===== config.mk =====
export PLATFORM = sky130hd
export DESIGN_NAME = pe_ram
export DESIGN_NICKNAME = d
export VERILOG_FILES = /design/src/pe_ram.sv
export SDC_FILE = /design/constraint.sdc
export NUM_CORES = 1
export LEC_CHECK = 0
export ABC_CLOCK_PERIOD_IN_PS = 2700
export CORE_ASPECT_RATIO = 0.7
export CORE_MARGIN = 2
export CORE_UTILIZATION = 55
export DETAILED_ROUTE_END_ITERATION = 12
export DONT_BUFFER_PORTS = 1
export MAX_ROUTING_LAYER = met4
export PLACE_DENSITY = 0.76
export SKIP_LAST_GASP = 1
export SYNTH_ARGS = -nofsm -noshare
export SYNTH_HDL_FRONTEND = slang
export SYNTH_SLANG_ARGS = --single-unit

===== constraint.sdc =====
create_clock -name clk -period 2.7 [get_ports clk]
set_input_delay 0.54 -clock clk [delete_from_list [all_inputs] [get_ports clk]]
set_output_delay 0.54 -clock clk [all_outputs]
set_load 0.1 [all_outputs]

===== src/pe_ram.sv =====
// generic single write, single read ram with registered read data
// no dependencies
`timescale 1ns / 1ps
module pe_ram #(
  parameter int WIDTH = 8,
  parameter int DEPTH = 64,
  localparam int AW = (DEPTH > 1) ? $clog2(DEPTH) : 1
) (
  input  logic             clk,
  input  logic             we,
  input  logic [AW-1:0]    waddr,
  input  logic [WIDTH-1:0] wdata,
  input  logic [AW-1:0]    raddr,
  output logic [WIDTH-1:0] rdata
);
  logic [WIDTH-1:0] mem [DEPTH];

  // write port and registered read port
  always_ff @(posedge clk) begin
    if (we) begin
      mem[waddr] <= wdata;
    end
    rdata <= mem[raddr];
  end
endmodule


---- Word-level counts from Yosys, hierarchy flattened ----
Memories as Yosys holds them, arrays and structs flattened. A register that Yosys moved wholly into a read port is not among the register bits.
Index checks and enable logic that the tools add are counted.
operators by class
  $add $sub $neg .......................... 0
  multiply operators ...................... 0
  div/mod/pow operators ................... 0
  $lt $le $gt $ge ......................... 0
  equal/unequal tests ..................... 0
  shift-type cells ........................ 0
  muxes and demuxes ....................... 2
  bitwise gates (word level) .............. 0
  reductions and logical operators ........ 0
operators with widths
  kind               count
  1-bit two-way mux  2
storage, ports and cells
  bits in registers ....................... 0
  latch bits .............................. 0
  memory bits (writable) .................. 512
  memory bits (read-only) ................. 0
  input port bits ......................... 22
  output and inout bits ................... 8
  logic and storage cells ................. 3
  memories ................................ 1
memory list
  name  depth  bits a word  read ports  clocked after Yosys merged registers in  wr ports  RTL line  text
  mem   64     8            1           1                                        1         16        logic [WIDTH-1:0] mem [DEPTH];

---- Depth between registers and ports, before layout ----
  word-level depth ........................ 2
  mapped depth ............................ 9
  mapped depth without buffers ............ 5

---- Worst setup path before layout ----
Ideal clock, no wire load.
  path kind ............................... input-to-reg
  start ................................... input port raddr[1]
  end ..................................... register rdata[3], read port of mem
  setup time .............................. 0.128 ns
  arrival time ............................ 2.080 ns
  required time ........................... 2.572 ns
  setup slack ............................. 0.492 ns
  stages on the path ...................... 7
  buffers on the path ..................... 3
  cells stage by stage .................... buf_4 > buf_2 > buf_2 > mux4_2 > mux4_2 > o21ai_1 > o41ai_1
RTL lines
  element      RTL line  text
  from (decl)  13        input logic [AW-1:0] raddr,
  to (decl)    14        output logic [WIDTH-1:0] rdata

==> results.yml <==
sta:
  rsz0062_at_grt: "no"
  period_share: 0.733
  fmax_mhz: 505
  tns_ns: 0
  skew_ns: 0.0140
  hold_viol_final: 0
  setup_viol: 0
  period_needed_ns: 1.98
  slew_headroom: 0.494
  tightest_slew_ns: 0.740
  slew_viol_final: 0
routing:
  routed-wl-met3_um: 4540
  highest_layer: "met4"
  dr_wl_met2_um: 20000
  wire_per_inst_um: 28.6
  drtPass1Iterations: 5
  drt-vias-per-instance: 6.35
  wirelength_um: 43600
  drcViolationCount: 0
  num_vias: 9694
  postRouteAntennaNets: 0
  met1Wirelength_um: 18300
  drtIter0Drc: 1405
clock_network:
  clockRootBuffer: "clkbuf_16"
  holdBufCountCts: 0
  htreeDepth: 2
  cts.reportedPaths.clkPinSlew_ns: 0.06
  cts_resized: 0
  cts.sinks: 520
  cts_buffer_depth: 3
  worst_skew_pair.late_latency_ns: 0.56
  numCtsBuffers: 47
  tritoncts: "yes"
  post_cts_buffers: 0
cells_and_area:
  antenna_cells: 0
  drive_above_1_share: 0.266
  synthToLayoutAreaGrowth_pct: 11.6
  mostFrequentLayoutCell: "edfxtp_1"
  nets: 1037
  instances_no_fill: 1527
  mostFrequentLayoutCells: "512 x edfxtp_1, 126 x mux4_2, 83 x nor2_1"
synth:
  synth_seq_area_share: 0.770
  synth-seq-cells: 520
  syn_nets: 962
  synth-main-ff-cell: "edfxtp_1"
  yosys_warnings: 0
  synth_cell_types: 40
  synth-async-reset-ratio: 0
  synthCells: 940
  syn_area_um2: 20200
  synth_edf_count: 512
  syn_avg_cell_area_um2: 21.5
floorplan:
  die_w_um: 233
  num_io_pins: 30
  rows: 58
  start_util: 0.560
  coreArea_um2: 36000
  die_area_um2: 38200
  die_y_um: 164
critical_path:
  start_kind: "flop"
  cp-end-kind: "flop"
  rrSetupSlack_ns: 0.72
  required_ns: 3.11
  critical_path_class: "reg2reg"
  r2r_cells: 4
  cp_max_fo: 1
  cp_data_arrival_time_ns: 2.39
pwr:
  cellPowerDensity_nw_per_um2: 712
  p_leak_uw: 0.00708
  ir_drop_uv: 587
global_routing:
  gr-total-overflow: 0
  groute.usage.overall: 0.245
  grt_pass1_vias: 9542
  antenna_found_initial: 0
  grt_pass1_wl_um: 64500
  grt_max_degree: 138
placed_design:
  io_buffers: 0
  globalplace.congestion: 0.829
  dp_cells: 1446
  dp_hpwl_um: 25200
flow_run:
  maxCapViolCount: 0
status:
  outcome: "finished clean"
worst_hold_path:
  min_path_type: "in2reg"
  whs_path_depth: 0
where the power goes:
part,leakage [uW],internal [uW],total [uW],switching (uW)
registers,0.00467,8930,8960,30.7
clock network,0.000722,3720,6450,2730
logic,0.00169,289,608,320
total,0.00708,12900,16000,3080
final timing paths:
path                                    to       start
worst max-delay path              rdata[5]   mem[3][5]
worst min-delay path            mem[62][4]    wdata[4]
worst max register to register    rdata[5]   mem[3][5]
worst min register to register    rdata[1]  mem[19][1]
synthesized netlist by cell type (3+ instances only):
master	number	area [um2]
edfxtp_1	512	15400
mux4_2	126	2840
nor2_1	83	312
mux2i_1	23	230
nand2_1	19	71.3
clkbuf_1	17	63.8
nor2b_1	14	87.6
buf_4	13	97.6
mux2_2	13	146
nand3_1	13	65.1
buf_2	11	55.1
dfxtp_1	8	160
o221ai_1	8	70.1
o22ai_1	8	50.1
nand2b_1	7	43.8
nor3_1	7	35.0
a221oi_1	6	52.6
a211oi_1	4	30.0
buf_1	4	15.0
buf_6	4	45.0
a21oi_1	3	15.0
a22oi_1	3	22.5
nand3b_1	3	22.5
o2111ai_1	3	26.3
o2bb2ai_1	3	26.3
cells by family (layout without fill, tap and decap cells):
| kind of cell | count (synthesis) | in the layout | synth area share |
|---|---|---|---|
| AND/OR/NAND/NOR | 153 | 153 | 0.0339 |
| multiplexers | 162 | 162 | 0.159 |
| buffers and inverters | 51 | 158 | 0.0157 |
| AO/OA/AOI/OAI | 54 | 54 | 0.0207 |
| flip-flops | 520 | 520 | 0.770 |
sequential cells by signal, summed over array words and instances, names as in the netlist:
signal	count
rdata	8
mem	512
layout make-up:
| cell class | instances | area [um2] |
|---|---|---|
| well taps | 480 | 601 |
| flip-flops and latches | 520 | 15500 |
| multi-input cells | 369 | 4320 |
| clock buffers | 66 | 1340 |
| fillers | 2458 | 13500 |
| repair buffers | 77 | 578 |
| clock inverters | 15 | 139 |
metal layers:
| metal | GRT usage | vias to the layer above |
|---|---|---|
| met5 | - | - |
| met4 | 0.0617 | 0 |
| met3 | 0.0568 | 62 |
| met2 | 0.348 | 494 |
| met1 | 0.364 | 5075 |
| li1 | - | 4063 |
metrics by stage:
stage	worst slack [ns]	hold slack [ns]	utilization	area (um2)	power, uW
after detailed placement	0.513	0.643	0.584	21000	9740
final	0.721	0.0722	0.625	22500	16000
after CTS	0.721	0.0519	0.625	22500	16100
after floorplan	0.492	0.639	-	20200	9710
after global routing	0.558	0.0482	0.625	22500	16400
after global placement	0.531	0.643	0.584	21000	9730
critical path, cell delays in order, from the launching register on:
cell and delay (ns):
edfxtp_1 0.38, mux4_2 0.48, nor2b_1 0.14, a2111oi_0 0.67, o41ai_1 0.17
Power figures use the tool's default switching activity.
